[src/rtl/core/at_command_line_parser_top_assert.svh]
// Assertion helpers for the AT line parser; clk and arst_n must be in scope.
`ifndef AT_COMMAND_LINE_PARSER_TOP_ASSERT_SVH
`define AT_COMMAND_LINE_PARSER_TOP_ASSERT_SVH

`define AT_ASSERT_IMP(lbl, ante, cons, msg) \
	lbl: assert property (@(posedge clk) disable iff (!arst_n) (ante) |-> (cons)) \
		else $error(msg);

`define AT_ASSERT_NXT(lbl, ante, cons, msg) \
	lbl: assert property (@(posedge clk) disable iff (!arst_n) (ante) |=> (cons)) \
		else $error(msg);

`endif

[src/rtl/core/at_clp_ram.sv]
module at_clp_ram #(
	parameter int WIDTH = 8,
	parameter int DEPTH = 256,
	localparam int AW = (DEPTH > 1) ? $clog2(DEPTH) : 1
) (
	input  logic             clk,
	input  logic             we,
	input  logic [AW-1:0]    waddr,
	input  logic [WIDTH-1:0] wdata,
	input  logic [AW-1:0]    raddr,
	output logic [WIDTH-1:0] rdata
);

	logic [WIDTH-1:0] mem [DEPTH];

	always_ff @(posedge clk) begin
		if (we) begin
			mem[waddr] <= wdata;
		end
		rdata <= mem[raddr];
	end

endmodule

[config.mk]
export PLATFORM = sky130hd
export DESIGN_NAME = at_clp_ram
export DESIGN_NICKNAME = d
export VERILOG_FILES = /design/src/rtl/core/at_command_line_parser_top_assert.svh /design/src/rtl/core/at_clp_ram.sv
export SDC_FILE = /design/constraint.sdc
export NUM_CORES = 2
export LEC_CHECK = 0
export BUFFER_PORTS_ARGS = -buffer_cell sky130_fd_sc_hd__buf_2
export CAP_MARGIN = 5
export CORE_ASPECT_RATIO = 0.7
export CORE_MARGIN = 4
export CORE_UTILIZATION = 65
export CTS_BUF_LIST = sky130_fd_sc_hd__clkbuf_4 sky130_fd_sc_hd__clkbuf_8
export DETAILED_ROUTE_END_ITERATION = 10
export PLACE_DENSITY_LB_ADDON = 0.12
export SETUP_SLACK_MARGIN = 0.05
export SKIP_LAST_GASP = 1
export SLEW_MARGIN = 20
export SYNTH_ARGS = -nofsm -noshare
export SYNTH_HDL_FRONTEND = slang
export SYNTH_SLANG_ARGS = --single-unit
[constraint.sdc]
create_clock -name clk -period 4.3 [get_ports clk]
set_input_delay 0.215 -clock clk [delete_from_list [all_inputs] [get_ports clk]]
set_output_delay 0.215 -clock clk [all_outputs]
set_load 0.01 [all_outputs]
# Word-level counts from Yosys, hierarchy flattened

Memory sizes are Yosys's and may differ from the RTL's. A register that Yosys moved wholly into a read port is not among the register bits.
Index checks and enable logic that the tools add are counted.

Add/subtract/negate cells: 0
$mul: 0
Divide/modulo/power cells: 0
$lt $le $gt $ge: 0
Equality and inequality tests: 0
Shift operators: 0
Multiplexer cells: 2
Bitwise logic cells: 0
Reduce and logical (&&, ||, !) cells: 0

Operator list:

| cell    | number |
|---|---|
| $mux W1 | 2 |

Register bits: 0
Latch bits: 0
Bits in writable memories: 2048
Memory bits (read-only): 0
Input bits: 26
Output and inout port bits: 8
Memories kept: 1

Memories:

| memory | words | bits a word | read ports | clocked after Yosys merged registers in | write ports | RTL line         | RTL |
|---|---|---|---|---|---|---|---|
| mem    | 256   | 8           | 1          | 1                                       | 1           | at_clp_ram.sv:14 | `logic [WIDTH-1:0] mem [DEPTH];` |

# Depth between registers and ports, before layout

Depth in word-level cells: 2
Mapped depth: 11
Gate-level depth less buffers: 6

# Worst setup path after synthesis

OpenSTA, ideal clock, no wires.

Path type: input port to flip-flop
Start: in raddr[0]
End: reg rdata[2], read port of mem
Library setup time: 0.131 ns
Arrival time: 2.022 ns
Data required time: 4.169 ns
Setup slack: 2.147 ns
Stages on the path: 9
Path buffers: 4
Cells stage by stage: buf_6 -> buf_12 -> buf_8 -> buf_2 -> mux4_2 -> a22oi_1 -> a21oi_1 -> nor4_1 -> nor4_2

RTL lines:

| element            | RTL line         | RTL |
|---|---|---|
| start: declaration | at_clp_ram.sv:10 | `input logic [AW-1:0] raddr,` |
| end: declaration   | at_clp_ram.sv:11 | `output logic [WIDTH-1:0] rdata` |

==> reports/qor.yml <==
final_nets: 4030
status: "completed"
fp.dieArea_um2: 128100
post-route-drc-count: 0
crit_family: "simple AND/OR/NAND/NOR gates"
synth.distinct_cells: 55
report.final.hold_viol_count: 0
postSynthRegisterBits: 2056
area_of_the_multi_input_gates_um2: 16470
total_leakage_power_nw: 27.32
clock_skew_ns: 0.05127
clock_tree.buffer_depth: 4
worst_setup_path_start_kind: "primary input"
track_usage_pct: 32.18
final_layout_size_suffix_gt1_share_pct: 26.18
dr.first_iter.drc_count: 6825
worst_ir_drop_vdd_uv: 354.5
setup.worst_path.end_class: "flip-flop"
yosys.cell_count.top_type: "sky130_fd_sc_hd__edfxtp_1"
fp.coreArea_um2: 121600
overall_power_mw: 39.26
number_of_global_route_vias_before_repair: 40520
netlist_top_cells_area: "sky130_fd_sc_hd__edfxtp_1, sky130_fd_sc_hd__mux4_2, sky130_fd_sc_hd__mux2i_1"
r2r-end: "rdata[2]$_DFF_P_"
timing.max_cap.violations: 0
report.final.setup_viol: 0
initial_core_util_pct: 65.45
period_needed_ns: 3.025
placementRows: 107
synthToLayoutAreaGrowth_pct: 10.20
grt_first_pass_wirelength_um: 290900
synthesis.instances: 3733
cts.root.buffer_cell: "sky130_fd_sc_hd__clkbuf_8"
yosysSeqAreaShare_pct: 77.50
largest_net_degree_at_the_start_of_global_routing: 135
rr_worst_depth: 7
reg2reg_from: "mem[61][2]$_DFFE_PP_"
pre_cts_ws_ns: 0.3288
synthFlopType: "sky130_fd_sc_hd__edfxtp_1"
dpl.cell_count: 5320
cellPowerDensity_nw_per_um2: 447.8
synthesis.area_um2: 79560
path_clk_slew_ns: 0.07
synth-warning-count: 0
post_route_utilization_pct: 72.12
die_h_um: 300.7
fraction_of_post_synthesis_cell_area_in_the_top_cell_type_by_area_pct: 77.30
timing.critical_path.required_ns: 5.24
timing.critical_path.slowest_stage_cell: "sky130_fd_sc_hd__nor3_1"
detailedRoute.firstPassIterationCount: 8
cts_sinks: 2056
numCtsBuffers: 305
final_design_area_no_fill_um2: 87670
post_cts.resized_instances: 0
final-seq-area_um2: 61660
syn-mean-instance-area_um2: 21.31
final.hold.worst_slack_ns: 0.06486
endpoint: "rdata[7]$_DFF_P_"
worst_skew_late_latency_ns: 1.04
startpoint_of_the_most_critical_setup_path: "raddr[1]"
regToRegSetupSlack_ns: 1.31
critical_path.max_fanout: 70
worst_hold_path_type: "in2reg"
filler_cell_count: 7010
layout_setup_ws_ns: 1.275
gpl.final_weighted_congestion: 0.9034
setup.worst_path.class: "in2reg"
routedWlPerCell_um: 34.34
synth-edff-count: 2048
worst_slew_margin_rel_pct: 19.19
io_buffer_count: 33
dpl-instance-area_um2: 81880
max_stage_delay_ns: 0.77
io_pins: 34
synth_top_cells_by_count: "sky130_fd_sc_hd__edfxtp_1, sky130_fd_sc_hd__mux4_2, sky130_fd_sc_hd__nor2_1, sky130_fd_sc_hd__mux2i_1, sky130_fd_sc_hd__a22oi_1"
ys_async_sr_fraction_pct: 0
final_total_negative_setup_slack_ns: 0
cts_tree: "done"
cts.repair_timing.setup_buffer_count: 0
cp_common_cell: "sky130_fd_sc_hd__nor4_1"
worstPathArrival_ns: 3.96
via_count: 41110
fin_crit_sh_pct: 70.35
die_w_um: 426.2
fmax_mhz: 330.6
worst-path-buf-inv: 3
layoutNonFillerInstCount: 5863
drt_via_density: 7.012
worst-path-stages: 9
detail_route.wirelength_um: 201300
antenna_found_initial: 13
sum_of_net_half_perimeters_after_detailed_placement_um: 126000
cts_htree_levels: 5
critical_path.cell_chain: "buf_8, buf_12, nand2_1, buf_4, o221ai_1, a21oi_1, nor3_1, nor4_1, nor4_1"
grt_overflow_total: 0
worst_pin_slew_ns: 1.212
synth_top_cell_by_area: "sky130_fd_sc_hd__edfxtp_1"
hold_buffers: 12
syn_nets: 3759
ant_nets: 0
grt_setup_unrepaired: "false"
slew_violations: 0
## registers in the layout, indices dropped and copies added (netlist names)
register and count:
mem 2048, rdata 8
## metal layers
metal	global-route usage (%)	routed length [um]	vias up
met2	43.44	86790	3146
met5	0	52	-
met3	11.18	30300	423
met4	10.28	6408	4
met1	50.29	77790	21290
li1	-	-	16250
## worst min-delay path, cell delays in order
cell and delay (ns):
sky130_fd_sc_hd__buf_2 0.18, sky130_fd_sc_hd__nor2b_1 0.14, sky130_fd_sc_hd__nand3_1 0.13, sky130_fd_sc_hd__nor2_1 0.18
## placed cells by master, fill, tap and decap left out, types with 24 or more instances in the layout
cell type / count
sky130_fd_sc_hd__o221ai_1: 46
sky130_fd_sc_hd__o22ai_1: 28
sky130_fd_sc_hd__mux2i_1: 134
sky130_fd_sc_hd__clkinv_1: 79
sky130_fd_sc_hd__nand2_1: 32
sky130_fd_sc_hd__clkbuf_4: 94
sky130_fd_sc_hd__nor2_1: 279
sky130_fd_sc_hd__nor4_1: 24
sky130_fd_sc_hd__mux4_2: 454
sky130_fd_sc_hd__nand3_1: 33
sky130_fd_sc_hd__a21oi_1: 96
sky130_fd_sc_hd__buf_12: 24
sky130_fd_sc_hd__clkbuf_8: 322
sky130_fd_sc_hd__nor2b_1: 28
sky130_fd_sc_hd__a22oi_1: 133
sky130_fd_sc_hd__clkinv_2: 26
sky130_fd_sc_hd__edfxtp_1: 2048
sky130_fd_sc_hd__buf_4: 128
## cells by family (layout without fill, tap and decap cells)
kind of cell           count (synthesis)  count (layout)  synth area share [%]
buffers and inverters                235             722                 1.831
AO/OA/AOI/OAI                        385             385                 3.419
multiplexers                         591             591                 14.62
flip-flops                          2056            2056                 77.50
AND/OR/NAND/NOR                      466             466                 2.628
other                                  0               8                     0
## worst min-delay path by stage
stage                startpoint               endpoint  slack [ns]  cells after the start
2_1_floorplan          wdata[0]    mem[0][0]$_DFFE_PP_        0.31                      0
3_3_place_gp   rdata[6]$_DFF_P_               rdata[6]        0.69                      1
3_5_place_dp   rdata[6]$_DFF_P_               rdata[6]        0.68                      1
4_1_cts                waddr[2]  mem[120][7]$_DFFE_PP_        0.01                      4
5_1_grt                waddr[4]  mem[189][0]$_DFFE_PP_        0.09                      4
6_report               waddr[2]  mem[120][7]$_DFFE_PP_        0.06                      4
## cell type report
cell class              instances  area share (%)
flip-flops and latches       2056           70.33
multi-input cells            1442           18.79
clock buffers                 408           5.734
well taps                    1635           2.333
repair buffers                197           2.072
clock inverters               115          0.7079
diodes                          8         0.02283
inverters                       2        0.008563
## where the power goes
group,leakage [nW],total (mW),internal (mW),switching (mW)
clock,2.99,15.1,7.87,7.21
sequential,18.5,22.1,22.1,0.0310
combinational,5.85,2.05,0.687,1.36
(Power assumes the default switching activity.)
