### src/rtl/core/at_command_line_parser_top_assert.svh
// Assertion helpers for the AT line parser; clk and arst_n must be in scope.
`ifndef AT_COMMAND_LINE_PARSER_TOP_ASSERT_SVH
`define AT_COMMAND_LINE_PARSER_TOP_ASSERT_SVH

`define AT_ASSERT_IMP(lbl, ante, cons, msg) \
	lbl: assert property (@(posedge clk) disable iff (!arst_n) (ante) |-> (cons)) \
		else $error(msg);

`define AT_ASSERT_NXT(lbl, ante, cons, msg) \
	lbl: assert property (@(posedge clk) disable iff (!arst_n) (ante) |=> (cons)) \
		else $error(msg);

`endif

### src/rtl/core/at_clp_pkg.sv
package at_clp_pkg;

	typedef struct packed {
		logic [1:0] mode;
		logic [7:0] rx_byte;
		logic [4:0] entry_index;
		logic [3:0] name_position;
		logic [4:0] name_length;
		logic [3:0] handler_mask;
		logic [3:0] min_arguments;
		logic [3:0] max_arguments;
		logic       format_valid;
	} in_t;

	typedef struct packed {
		logic [1:0] kind;
		logic [7:0] out_byte;
		logic [4:0] command_index;
		logic [1:0] form;
		logic [1:0] error_code;
		logic [7:0] args_offset;
		logic [8:0] line_length;
		logic       last;
	} out_t;

	typedef struct packed {
		logic [7:0] a0;
		logic [7:0] a1;
		logic [7:0] a2;
		logic [3:0] mask;
		logic [3:0] min_args;
		logic [3:0] max_args;
		logic       fmt_ok;
	} cls_in_t;

	typedef struct packed {
		logic [1:0] form;
		logic [1:0] err;
	} cls_res_t;

	localparam logic [1:0] MODE_BYTE = 2'd0;
	localparam logic [1:0] MODE_NAME = 2'd1;
	localparam logic [1:0] MODE_ATTR = 2'd2;

	localparam logic [1:0] KIND_ECHO     = 2'd0;
	localparam logic [1:0] KIND_DISPATCH = 2'd1;
	localparam logic [1:0] KIND_ERROR    = 2'd2;

	localparam logic [1:0] FORM_TEST  = 2'd0;
	localparam logic [1:0] FORM_QUERY = 2'd1;
	localparam logic [1:0] FORM_SETUP = 2'd2;
	localparam logic [1:0] FORM_EXEC  = 2'd3;

	localparam logic [1:0] ERR_NONE  = 2'd0;
	localparam logic [1:0] ERR_MATCH = 2'd1;
	localparam logic [1:0] ERR_ARGS  = 2'd2;
	localparam logic [1:0] ERR_FORM  = 2'd3;

	localparam logic [2:0] CFG_ECHO   = 3'd0;
	localparam logic [2:0] CFG_MARK1  = 3'd1;
	localparam logic [2:0] CFG_MARK2  = 3'd2;
	localparam logic [2:0] CFG_MARKLEN = 3'd3;
	localparam logic [2:0] CFG_COUNT  = 3'd4;

	localparam logic [7:0] CH_ESC   = 8'h1B;
	localparam logic [7:0] CH_BS    = 8'h08;
	localparam logic [7:0] CH_DEL   = 8'h7F;
	localparam logic [7:0] CH_CR    = 8'h0D;
	localparam logic [7:0] CH_LF    = 8'h0A;
	localparam logic [7:0] CH_SP    = 8'h20;
	localparam logic [7:0] CH_QUEST = 8'h3F;
	localparam logic [7:0] CH_EQ    = 8'h3D;
	localparam logic [7:0] CH_COMMA = 8'h2C;
	localparam logic [7:0] CH_0     = 8'h30;
	localparam logic [7:0] CH_9     = 8'h39;
	localparam logic [7:0] CH_UA    = 8'h41;
	localparam logic [7:0] CH_UZ    = 8'h5A;

	function automatic logic is_digit(input logic [7:0] c);
		return (c >= CH_0) && (c <= CH_9);
	endfunction

	function automatic logic ends_name(input logic [7:0] c);
		return (c == CH_QUEST) || (c == CH_EQ) || (c == CH_CR) || is_digit(c);
	endfunction

	function automatic logic [7:0] to_lower(input logic [7:0] c);
		return ((c >= CH_UA) && (c <= CH_UZ)) ? (c + 8'd32) : c;
	endfunction

endpackage

### src/rtl/core/at_clp_classify.sv
module at_clp_classify import at_clp_pkg::*; #(
	parameter int COUNT_W = 9
) (
	input  cls_in_t            cin,
	input  logic [COUNT_W-1:0] commas,
	output cls_res_t           res
);

	logic [COUNT_W:0] args;
	logic             form_ok;
	logic [1:0]       form;

	assign args = {1'b0, commas} + 1'b1;

	always_comb begin
		form_ok = 1'b1;
		form = FORM_TEST;
		if (cin.a0 == CH_EQ && cin.a1 == CH_QUEST && cin.a2 == CH_CR) begin
			form = FORM_TEST;
		end else if (cin.a0 == CH_QUEST && cin.a1 == CH_CR) begin
			form = FORM_QUERY;
		end else if (cin.a0 == CH_EQ || (is_digit(cin.a0) && cin.a1 == CH_CR)) begin
			form = FORM_SETUP;
		end else if (cin.a0 == CH_CR) begin
			form = FORM_EXEC;
		end else begin
			form_ok = 1'b0;
		end
	end

	always_comb begin
		res.form = form;
		res.err = ERR_NONE;
		if (!form_ok) begin
			res.form = FORM_TEST;
			res.err = ERR_FORM;
		end else if (!cin.mask[form]) begin
			res.err = ERR_MATCH;
		end else if (form == FORM_SETUP && (!cin.fmt_ok
				|| args < (COUNT_W+1)'(cin.min_args)
				|| args > (COUNT_W+1)'(cin.max_args))) begin
			res.err = ERR_ARGS;
		end
	end

endmodule

### config.mk
export PLATFORM = sky130hd
export DESIGN_NAME = at_clp_classify
export DESIGN_NICKNAME = d
export VERILOG_FILES = /design/src/rtl/core/at_command_line_parser_top_assert.svh /design/src/rtl/core/at_clp_pkg.sv /design/src/rtl/core/at_clp_classify.sv
export SDC_FILE = /design/constraint.sdc
export NUM_CORES = 1
export LEC_CHECK = 0
export BUFFER_PORTS_ARGS = -buffer_cell sky130_fd_sc_hd__buf_2
export CELL_PAD_IN_SITES_DETAIL_PLACEMENT = 1
export CELL_PAD_IN_SITES_GLOBAL_PLACEMENT = 1
export CORE_MARGIN = 2
export CORE_UTILIZATION = 23
export DETAILED_ROUTE_END_ITERATION = 6
export GPL_TIMING_DRIVEN = 0
export PLACE_DENSITY = 0.85
export SLEW_MARGIN = 20
export SYNTH_ARGS = -nofsm -noshare
export SYNTH_HDL_FRONTEND = slang
export SYNTH_SLANG_ARGS = --single-unit
export TNS_END_PERCENT = 100
### constraint.sdc
create_clock -name vclk -period 1.54
set_clock_uncertainty 0.2 [all_clocks]
set_input_delay 0.077 -clock vclk [all_inputs]
set_output_delay 0.077 -clock vclk [all_outputs]
set_load 0.1 [all_outputs]
# Word level (Yosys, flattened, before mapping)
# Cells that the tools add are included.
[classes]
n_addsub = 1
mul = 0
n_div = 0
n_lt_le_gt_ge = 5
eq_ne = 7
n_shift = 0
n_mux = 14
bitwise = 0
n_reduce_logical = 10
[op_table]
columns = ["op", "count"]
rows = [
  ["equality test 8 x 4 -> 1 bit (second input constant)", 3],
  ["equality test 8 x 6 -> 1 bit (second input constant)", 3],
  ["two-way mux 2 bit", 8],
  ["adder 9 x 1 -> 10 bit (second input constant)", 1],
  ["> comparator 10 x 4 -> 1 bit", 1],
  ["less-than comparator 10 x 4 -> 1 bit", 1],
  [">= comparator 8 x 6 -> 1 bit (second input constant)", 1],
  ["less-or-equal comparator 8 x 6 -> 1 bit (second input constant)", 1],
  ["logical AND 1 bit", 6],
  ["two-way mux 1 bit", 5],
  ["logical OR 1 bit", 3],
  ["less-than comparator 2 x 3 -> 1 bit (second input constant)", 1],
  ["binary-select mux 1 bit (select 2 bit)", 1],
  ["equality test 2 bit (second input constant)", 1],
  ["zero test 1 bit", 1],
]
[word_totals]
reg_bits = 0
latchBits = 0
mem_bits_rw = 0
rom_bits = 0
inputBits = 46
out_inout_bits = 4
elab_cells = 37
mem_count = 0

# Depth between registers and ports, before layout
# Gate-level depths: netlist of the first run.
[depth]
word_depth = 12
ltp_mapped = 7
depth_no_buf = 7

# Worst setup path after synthesis of the first run
# OpenSTA, ideal clock, no wires.
[synth_path]
kind = "in2out"
startpoint = "input commas[0]"
endpoint = "output res[1] (netlist bit)"
arrival_time_ps = 2609
t_required_ps = 1263
slack_ps = -1346
path_stages = 7
path_buffers = 0
cell_sequence = "ha_1 xor2_1 ha_1 o21a_1 a21oi_1 o32ai_1 o22ai_1"
[synth_lines]
columns = ["element", "line", "rtl"]
rows = [
  ["start, declared", "at_clp_classify.sv:5", "input logic [COUNT_W-1:0] commas,"],
  ["end, declared", "at_clp_classify.sv:6", "output cls_res_t res"],
]

==> flow_summary_export.csv, run 1 <==
group,metric,value,unit
synthesis,synth_nets,130,
synthesis,yosysTopAreaCell,"ha_1",
placed_design,port_buffers,50,
timing,finalHoldViolCount,0,
timing,slew_violations,0,
timing,setup_violations,3,
drt,wl_per_cell,14.78,um
setup_path,cp_num_buf_inv,2,
setup_path,cp_common_cell,"a21oi_1",
timing,fin_ws,-0.4754,ns
setup_path,endpoint,"res[1]",
final_layout,diodes,0,
synthesis,synthesis.area,556.8,um2
clocking,cts-hold-fix-buffers,0,
setup_path,crit_cells,9,
drt,vias_per_cell,5.267,
power_and_ir_drop,ir_drop,0.1005,mV
global_routing,track_usage,0.1567,
power_and_ir_drop,leakagePower,0.5436,nW
run,cap_violations,0,
die,core_area,2255,um2
global_routing,grt_antenna_before_repair,0,
min_path,hp-start,"cin[12]",
min_path,hp-class,"input port to output pin",
outcome,status,"finished with violations",
final_layout,drive_gt1_frac,0.5865,
die,ios,50,
power_and_ir_drop,total_power,0.2439,mW
die,start_util,0.2469,
setup_path,cp.required,1.26,ns
setup_path,start_kind,"input port",
final_layout,fill_cells,289,
setup_path,cp_top_family,"compound AO/OA/AOI/OAI gates",
synthesis,synth_top_cell_area_share,0.1798,
drt,totalWireLength,2380,um
final_layout,seq_cells,0,
drt,drtIter0Drc,5,
final_layout,nClkBuffers,0,
timing,rsz0062_at_grt,"true",
setup_path,startpoint,"commas[2]",
setup_path,crit_path_max_fanout,4,
drt,drc_errors,0,
outcome,failed_checks,"setup timing",
synthesis,synthMostInstantiatedCell,"ha_1",
placed_design,globalplace.congestion,0.7735,
setup_path,slowest_stage,"o32ai_2",
die,fp.dieArea,2830,um2
placed_design,hpwl,1833,um
timing,worst_pin_slew,0.4147,ns
final_layout,areaGrowthSynthToFinish,103.8,%
final_layout,multiInputGateArea,676.9,um2
synthesis,synth_commonest_cells,"8 x ha_1, 7 x inv_1, 6 x nand3_1",
final_layout,fin_nets,189,
timing,relSlewSlack,0.7214,
timing,fmax,496.2,MHz
synthesis,synth_cell_type_count,40,
synthesis,syn-mean-instance-area,7.326,um2
timing,period_needed,2.015,ns
power_and_ir_drop,power_density,214.9,nW/um2
placed_design,dp_slack,-0.8246,ns
setup_path,crit_path_cell_trace,"buf_2 -> nand3_1 -> xnor2_1 -> ha_1 -> a21oi_1 -> a21oi_1 -> o32ai_2 -> o22ai_4 -> buf_12",
synthesis,synth_warnings,0,
min_path,hold_depth,4,
final_layout,regArea,0,um2
die,die_y,53.20,um
timing,finalCritPeriodShare,1.309,
setup_path,worst_setup_path_end_kind,"output pin",
drt,num_vias,848,
global_routing,grt-ovfl-total,0,
synthesis,synth_area_leaders,"ha_1 18%, nand3_1 5.4%, inv_1 4.7%, nand4b_1 4.7%, mux2i_1 3.6%",
drt,antenna_left,0,
global_routing,grt_max_degree,6,
synthesis,seq_area_frac_synth,0,
setup_path,crit_type,"input port to output pin",
timing,hold_ws,0.4037,ns
global_routing,grt_pass1_wl,3415,um
setup_path,cp.arrival,1.74,ns
global_routing,grt_pass1_vias,849,
setup_path,max_stage_delay,0.33,ns
die,die_x,53.20,um
drt,dr.pass1.iters,4,
die,num_rows,17,
synthesis,syn_inst,76,
[repair_timing]
item / in CTS / in global routing
setup endpoints to repair: 4 / 4
pin swaps: 6 / 16
buffers inserted: 5 / 2
gates resized for setup: 20 / 24
hold endpoints to repair: 0 / 0
[worst min path at each step]
| stage | end | slack [ns] |
|---|---|---|
| after floorplan | res[0] | 0.26 |
| after global placement | res[0] | 0.51 |
| after detailed placement | res[0] | 0.52 |
| after CTS | res[0] | 0.41 |
| after global routing | res[0] | 0.43 |
| final | res[0] | 0.40 |
[per-layer routing]
layer  wire length, um  up-vias  GRT usage  share of wire
met4                 0        0          0              0
met5                 0        -          0              0
met1               807      390     0.1633           0.34
met3               209        0    0.02260          0.088
met2              1363       41     0.3354           0.57
li1                  -      417          -              -
[placed cells by master (no fill, tap or decap), drive strengths merged, types with 2 or more instances in the layout]
cell / instances
a21oi: 4
nand3: 6
inv: 7
and4: 2
nor4: 4
nor3: 3
ha: 8
a211o: 2
nand4b: 3
and2: 3
or3: 2
nor2: 3
o21ai: 2
buf: 57
nand2: 3
mux2i: 2
[report_power, final]
part	internal, mW	total (mW)	leakage [nW]	switching (mW)
Combinational	0.133	0.244	0.544	0.111
Clock	0	0	0	0
Sequential	0	0	0	0
Total	0.133	0.244	0.544	0.111
[per-stage QoR]
step	utilization	cell area (um2)	std cells	TNS, ns
3_5_place_dp	0.3868	872.1	154	-2.437
4_1_cts	0.4434	999.7	159	-1.317
3_3_place_gp	0.3868	872.1	154	-2.309
2_1_floorplan	-	586.8	76	-1.284
5_1_grt	0.5033	1135	161	-1.284
6_report	0.5033	1135	161	-1.101
[logic make-up (layout without fill, tap and decap cells)]
kind of cell / after synthesis / after routing / synth area share
AO/OA/AOI/OAI: 17 / 17 / 0.2247
XOR/XNOR: 2 / 2 / 0.03147
adder cells (fa/ha/maj): 8 / 8 / 0.1798
buffers and inverters: 7 / 64 / 0.04720
multiplexers: 3 / 3 / 0.06291
AND/OR/NAND/NOR: 39 / 39 / 0.4540
[cell type report]
cell class	count	share of cell area
Inverter	7	0.02315
Multi-Input combinational cell	69	0.5965
Tap cell	28	0.03087
Timing Repair Buffer	57	0.3495
No activity file was read; power rests on OpenSTA's default activity.
==> inputs of run 2 (changes only) <==
--- a/config.mk
+++ b/config.mk
@@ -5,14 +5,15 @@
 export SDC_FILE = /design/constraint.sdc
 export NUM_CORES = 1
 export LEC_CHECK = 0
+export ABC_AREA = 1
 export BUFFER_PORTS_ARGS = -buffer_cell sky130_fd_sc_hd__buf_2
 export CELL_PAD_IN_SITES_DETAIL_PLACEMENT = 1
 export CELL_PAD_IN_SITES_GLOBAL_PLACEMENT = 1
 export CORE_MARGIN = 2
-export CORE_UTILIZATION = 23
+export CORE_UTILIZATION = 22
 export DETAILED_ROUTE_END_ITERATION = 6
 export GPL_TIMING_DRIVEN = 0
-export PLACE_DENSITY = 0.85
+export PLACE_DENSITY = 0.83
 export SLEW_MARGIN = 20
 export SYNTH_ARGS = -nofsm -noshare
 export SYNTH_HDL_FRONTEND = slang
==> flow_summary_export.csv, run 2 <==
group,metric,value,unit
final_layout,final_cell_mix,"41 x buf_2, 26 x nand2_1, 16 x inv_1, 14 x nor2_1",
drt,wl_per_cell,10.95,um
setup_path,cp.required,1.26,ns
die,start_util,0.2305,
timing,finalCritPeriodShare,1.260,
synthesis,synth_nets,177,
timing,hold_ws,0.4946,ns
timing,period_needed,1.940,ns
drt,num_vias,970,
final_layout,fin_nets,235,
setup_path,worst_setup_path_end_kind,"output pin",
final_layout,seq_cells,0,
power_and_ir_drop,power_density,208.5,nW/um2
final_layout,nClkBuffers,0,
placed_design,globalplace.congestion,0.7103,
die,core_area,2758,um2
min_path,whs_endpoint,"res[0]",
setup_path,cp.arrival,1.66,ns
timing,slew_violations,0,
clocking,cts-hold-fix-buffers,0,
synthesis,synth_warnings,0,
final_layout,utilization,0.4446,
timing,fin_ws,-0.3998,ns
global_routing,track_usage,0.1281,
outcome,status,"finished with violations",
placed_design,hpwl,1845,um
drt,m1WireLength,779,um
drt,dr.pass1.iters,2,
final_layout,mostFrequentLayoutCell,"buf_2",
drt,drc_errors,0,
die,fp.dieArea,3335,um2
setup_path,slowest_stage,"ha_4",
setup_path,crit_type,"input port to output pin",
setup_path,crit_path_max_fanout,3,
final_layout,drive_gt1_frac,0.5475,
min_path,hp-start,"cin[10]",
setup_path,start_kind,"input port",
drt,top_layer_used,"met3",
synthesis,syn_inst,123,
synthesis,synth_area_leaders,"nand2_1 21%, ha_1 16%, inv_1 12%, nand3_1 11%, nor2_1 11%",
run,cap_violations,0,
setup_path,cp_common_cell,"nand2_1",
global_routing,grt-ovfl-total,0,
global_routing,grt_max_degree,6,
timing,fmax,515.5,MHz
final_layout,regArea,0,um2
global_routing,grt_pass1_wl,3567,um
setup_path,crit_path_cell_trace,"buf_8 -> ha_4 -> xor2_4 -> ha_4 -> nand3_2 -> nand3b_1 -> nand2_1 -> nand2_1 -> nand2_1 -> nand2_1 -> nor2_1 -> nor2_1 -> nand2_2 -> nand2_8 -> buf_12",
drt,drtIter0Drc,8,
placed_design,dpl_cell_area,963.4,um2
synthesis,synth_cell_type_count,18,
timing,setup_violations,1,
synthesis,syn-mean-instance-area,5.168,um2
setup_path,max_stage_delay,0.28,ns
global_routing,grt_antenna_before_repair,0,
min_path,hold_depth,7,
final_layout,design_area,1226,um2
timing,worst_pin_slew,0.4823,ns
placed_design,dp_slack,-0.8472,ns
drt,antenna_left,0,
timing,finalHoldViolCount,0,
synthesis,synth_top_cell_area_share,0.2126,
placed_design,port_buffers,50,
synthesis,synthMostInstantiatedCell,"nand2_1",
power_and_ir_drop,leakagePower,0.6638,nW
final_layout,areaGrowthSynthToFinish,92.91,%
drt,route.met3.wl,117,um
synthesis,yosysTopAreaCell,"nand2_1",
power_and_ir_drop,ir_drop,0.1391,mV
drt,vias_per_cell,4.619,
timing,relSlewSlack,0.6807,
die,die_x,57.75,um
synthesis,seq_area_frac_synth,0,
synthesis,synthesis.area,635.6,um2
power_and_ir_drop,total_power,0.2557,mW
outcome,failed_checks,"setup timing",
die,ios,50,
drt,wl_met2,1403,um
die,die_y,57.75,um
min_path,hp-class,"input port to output pin",
global_routing,grt_pass1_vias,935,
drt,totalWireLength,2300,um
die,num_rows,19,
synthesis,synth_commonest_cells,"36 x nand2_1, 20 x inv_1, 18 x nor2_1",
timing,rsz0062_at_grt,"true",
final_layout,diodes,0,
run 2: worst max-delay path by stage:
stage	endpoint	slack [ns]	start	cells past startpoint
5_1_grt	res[1]	-0.51	commas[2]	13
3_5_place_dp	res[1]	-0.85	commas[0]	15
6_report	res[1]	-0.40	commas[1]	15
4_1_cts	res[1]	-0.42	commas[1]	15
3_3_place_gp	res[1]	-0.76	commas[0]	15
2_1_floorplan	res[1]	-0.16	commas[0]	13
run 2: routing by layer:
layer / vias to the layer above / global-route usage
met5: - / 0
met4: 0 / 0
met3: 0 / 0.004464
met2: 26 / 0.2922
met1: 445 / 0.1294
li1: 499 / -
run 2: through the flow:
| step | cells | setup TNS [ns] |
|---|---|---|
| after global routing | 210 | -0.5406 |
| after detailed placement | 204 | -1.229 |
| after CTS | 207 | -0.4214 |
| after global placement | 204 | -1.107 |
| after floorplan | 123 | -0.1607 |
| final | 210 | -0.3998 |
run 2: logic make-up (layout without fill, tap and decap cells):
family                   count (synthesis)  in the layout  share of synthesized area
AND/OR/NAND/NOR                         88             88                     0.6555
buffers and inverters                   21             77                     0.1240
adder cells (fa/ha/maj)                  8              8                     0.1575
AO/OA/AOI/OAI                            4              4                    0.03543
XOR/XNOR                                 2              2                    0.02756
run 2: cell type report:
type,instances,area (um2)
multi-input combinational,102,747.0
inverter,21,78.83
timing repair buffer,56,361.6
fill,387,1531
tap,31,38.79
run 2: what timing repair did:
action,4_1_cts,5_1_grt
buffers inserted,3,3
setup endpoints to repair,3,3
pin swaps,12,20
gates resized for setup,23,32
run 2: report_power, final:
group          internal (mW)  switching [mW]
registers                  0               0
logic                  0.127           0.128
clock network              0               0
total                  0.127           0.128
run 2: critical path, delay by kind of cell:
family                   cells  cell delay [ns]
AND/OR/NAND/NOR             10             0.71
buffers and inverters        2             0.26
adder cells (fa/ha/maj)      2             0.45
XOR/XNOR                     1             0.16
==> inputs of run 3 (changes only) <==
--- a/config.mk
+++ b/config.mk
@@ -7,7 +7,7 @@
 export LEC_CHECK = 0
 export ABC_AREA = 1
 export BUFFER_PORTS_ARGS = -buffer_cell sky130_fd_sc_hd__buf_2
-export CELL_PAD_IN_SITES_DETAIL_PLACEMENT = 1
+export CELL_PAD_IN_SITES_DETAIL_PLACEMENT = 0
 export CELL_PAD_IN_SITES_GLOBAL_PLACEMENT = 1
 export CORE_MARGIN = 2
 export CORE_UTILIZATION = 22
==> constraint.sdc (replaced) <==
create_clock -name vclk -period 1.54
set_clock_uncertainty 0.2 [all_clocks]
set_input_delay 0.308 -clock vclk [all_inputs]
set_output_delay 0.308 -clock vclk [all_outputs]
set_load 0.1 [all_outputs]
==> flow_summary_export.csv, run 3 (synthesized netlist as in run 2, its figures left out) <==
group,metric,value,unit
timing,worst_pin_slew,0.1877,ns
final_layout,fin_nets,237,
die,num_rows,19,
final_layout,regArea,0,um2
drt,dr.pass1.iters,4,
timing,finalCritPeriodShare,1.570,
global_routing,grt-ovfl-total,0,
drt,wl_per_cell,9.538,um
die,fp.dieArea,3335,um2
power_and_ir_drop,leakagePower,0.6847,nW
power_and_ir_drop,ir_drop,0.1165,mV
timing,finalSetupTns,-1.791,ns
die,start_util,0.2305,
global_routing,grt_pass1_wl,3512,um
placed_design,globalplace.congestion,0.7151,
setup_path,cp_top_family,"simple AND/OR/NAND/NOR gates",
final_layout,nClkBuffers,0,
timing,slew_violations,0,
global_routing,track_usage,0.1207,
drt,vias_per_cell,4.519,
setup_path,crit_path_cell_trace,"buf_8 -> ha_4 -> xor2_4 -> buf_4 -> ha_1 -> nand2_1 -> nand2_1 -> a21oi_1 -> nor2_1 -> nor2_1 -> nand2_2 -> nand2_8 -> buf_12",
drt,num_vias,958,
final_layout,areaGrowthSynthToFinish,110.6,%
placed_design,dp_slack,-1.209,ns
timing,fmax,413.6,MHz
global_routing,grt_antenna_before_repair,0,
final_layout,drive_gt1_frac,0.5635,
setup_path,crit_type,"input port to output pin",
setup_path,max_stage_delay,0.26,ns
timing,fin_ws,-0.8778,ns
drt,totalWireLength,2022,um
die,ios,50,
final_layout,fill_cells,279,
setup_path,cp.arrival,1.91,ns
setup_path,start_kind,"input port",
global_routing,grt_pass1_vias,953,
clocking,cts-hold-fix-buffers,0,
outcome,failed_checks,"setup timing",
power_and_ir_drop,power_density,202.9,nW/um2
setup_path,worst_setup_path_end_kind,"output pin",
setup_path,cp_num_buf_inv,3,
timing,relSlewSlack,0.8735,
setup_path,crit_path_max_fanout,2,
drt,drtIter0Drc,24,
drt,drc_errors,0,
final_layout,diodes,0,
timing,setup_violations,4,
die,die_x,57.75,um
setup_path,slowest_stage,"ha_1",
final_layout,mostFrequentLayoutCell,"buf_2",
final_layout,final_cell_mix,"38 x buf_2, 26 x nand2_1, 15 x inv_1, 14 x nor2_1",
die,core_area,2758,um2
timing,period_needed,2.418,ns
setup_path,cp.required,1.03,ns
die,die_y,57.75,um
final_layout,seq_cells,0,
drt,antenna_left,0,
placed_design,port_buffers,50,
placed_design,hpwl,1572,um
run,cap_violations,0,
timing,finalHoldViolCount,0,
outcome,status,"finished with violations",
global_routing,grt_max_degree,6,
timing,rsz0062_at_grt,"true",
min_path,hp-class,"input port to output pin",
==> run 3: cell types whose count changed in the layout (fill, tap and decap cells not counted), moves of 2 or more <==
cell	before	now
buf_4	10	7
nand3_2	5	7
buf_6	1	6
nand3_1	10	8
buf_12	2	5
buf_2	41	38
nand2_8	1	3
nor2_2	3	1
nor2_4	7	9
==> run 3: per-stage QoR <==
stage | instances | power, mW | utilization | cell area [um2] | hold WS [ns]
floorplan | 123 | 0.1076 | - | 720.7 | 0.7488
global placement | 204 | 0.1911 | 0.3662 | 1010 | 1.062
detailed placement | 204 | 0.1967 | 0.3662 | 1010 | 1.072
CTS | 211 | 0.2496 | 0.4578 | 1262 | 0.9348
global route | 212 | 0.3059 | 0.4855 | 1339 | 1.071
finish | 212 | 0.2716 | 0.4855 | 1339 | 1.013
==> run 3: final cells by class <==
cell class	count	area (um2)	area share
multi-input cells	102	777.0	0.5804
repair buffers	58	440.4	0.3290
inverters	21	82.58	0.06168
well taps	31	38.79	0.02897
==> run 3: worst paths after layout <==
kind,to,start,cells after the start
min,res[3],cin[27],8
max,res[1],commas[0],13
==> run 3: repair_timing <==
item | in CTS | in global routing
buffers inserted | 7 | 1
pin swaps | 29 | 25
endpoints found under the setup margin | 4 | 4
hold endpoints to repair | 0 | 0
resized for setup | 45 | 15
==> run 3: per-layer routing <==
layer	vias up	part of all wire	global-route usage	routed length, um
li1	506	-	-	-
met1	427	0.37	0.1321	740
met2	25	0.58	0.2630	1167
met3	0	0.056	0.002232	114
met4	0	0	0.003322	0
met5	-	0	0	0
==> run 3: report_power, final <==
group	switching [mW]	internal, mW
clock	0	0
sequential	0	0
combinational	0.130	0.141
total	0.130	0.141
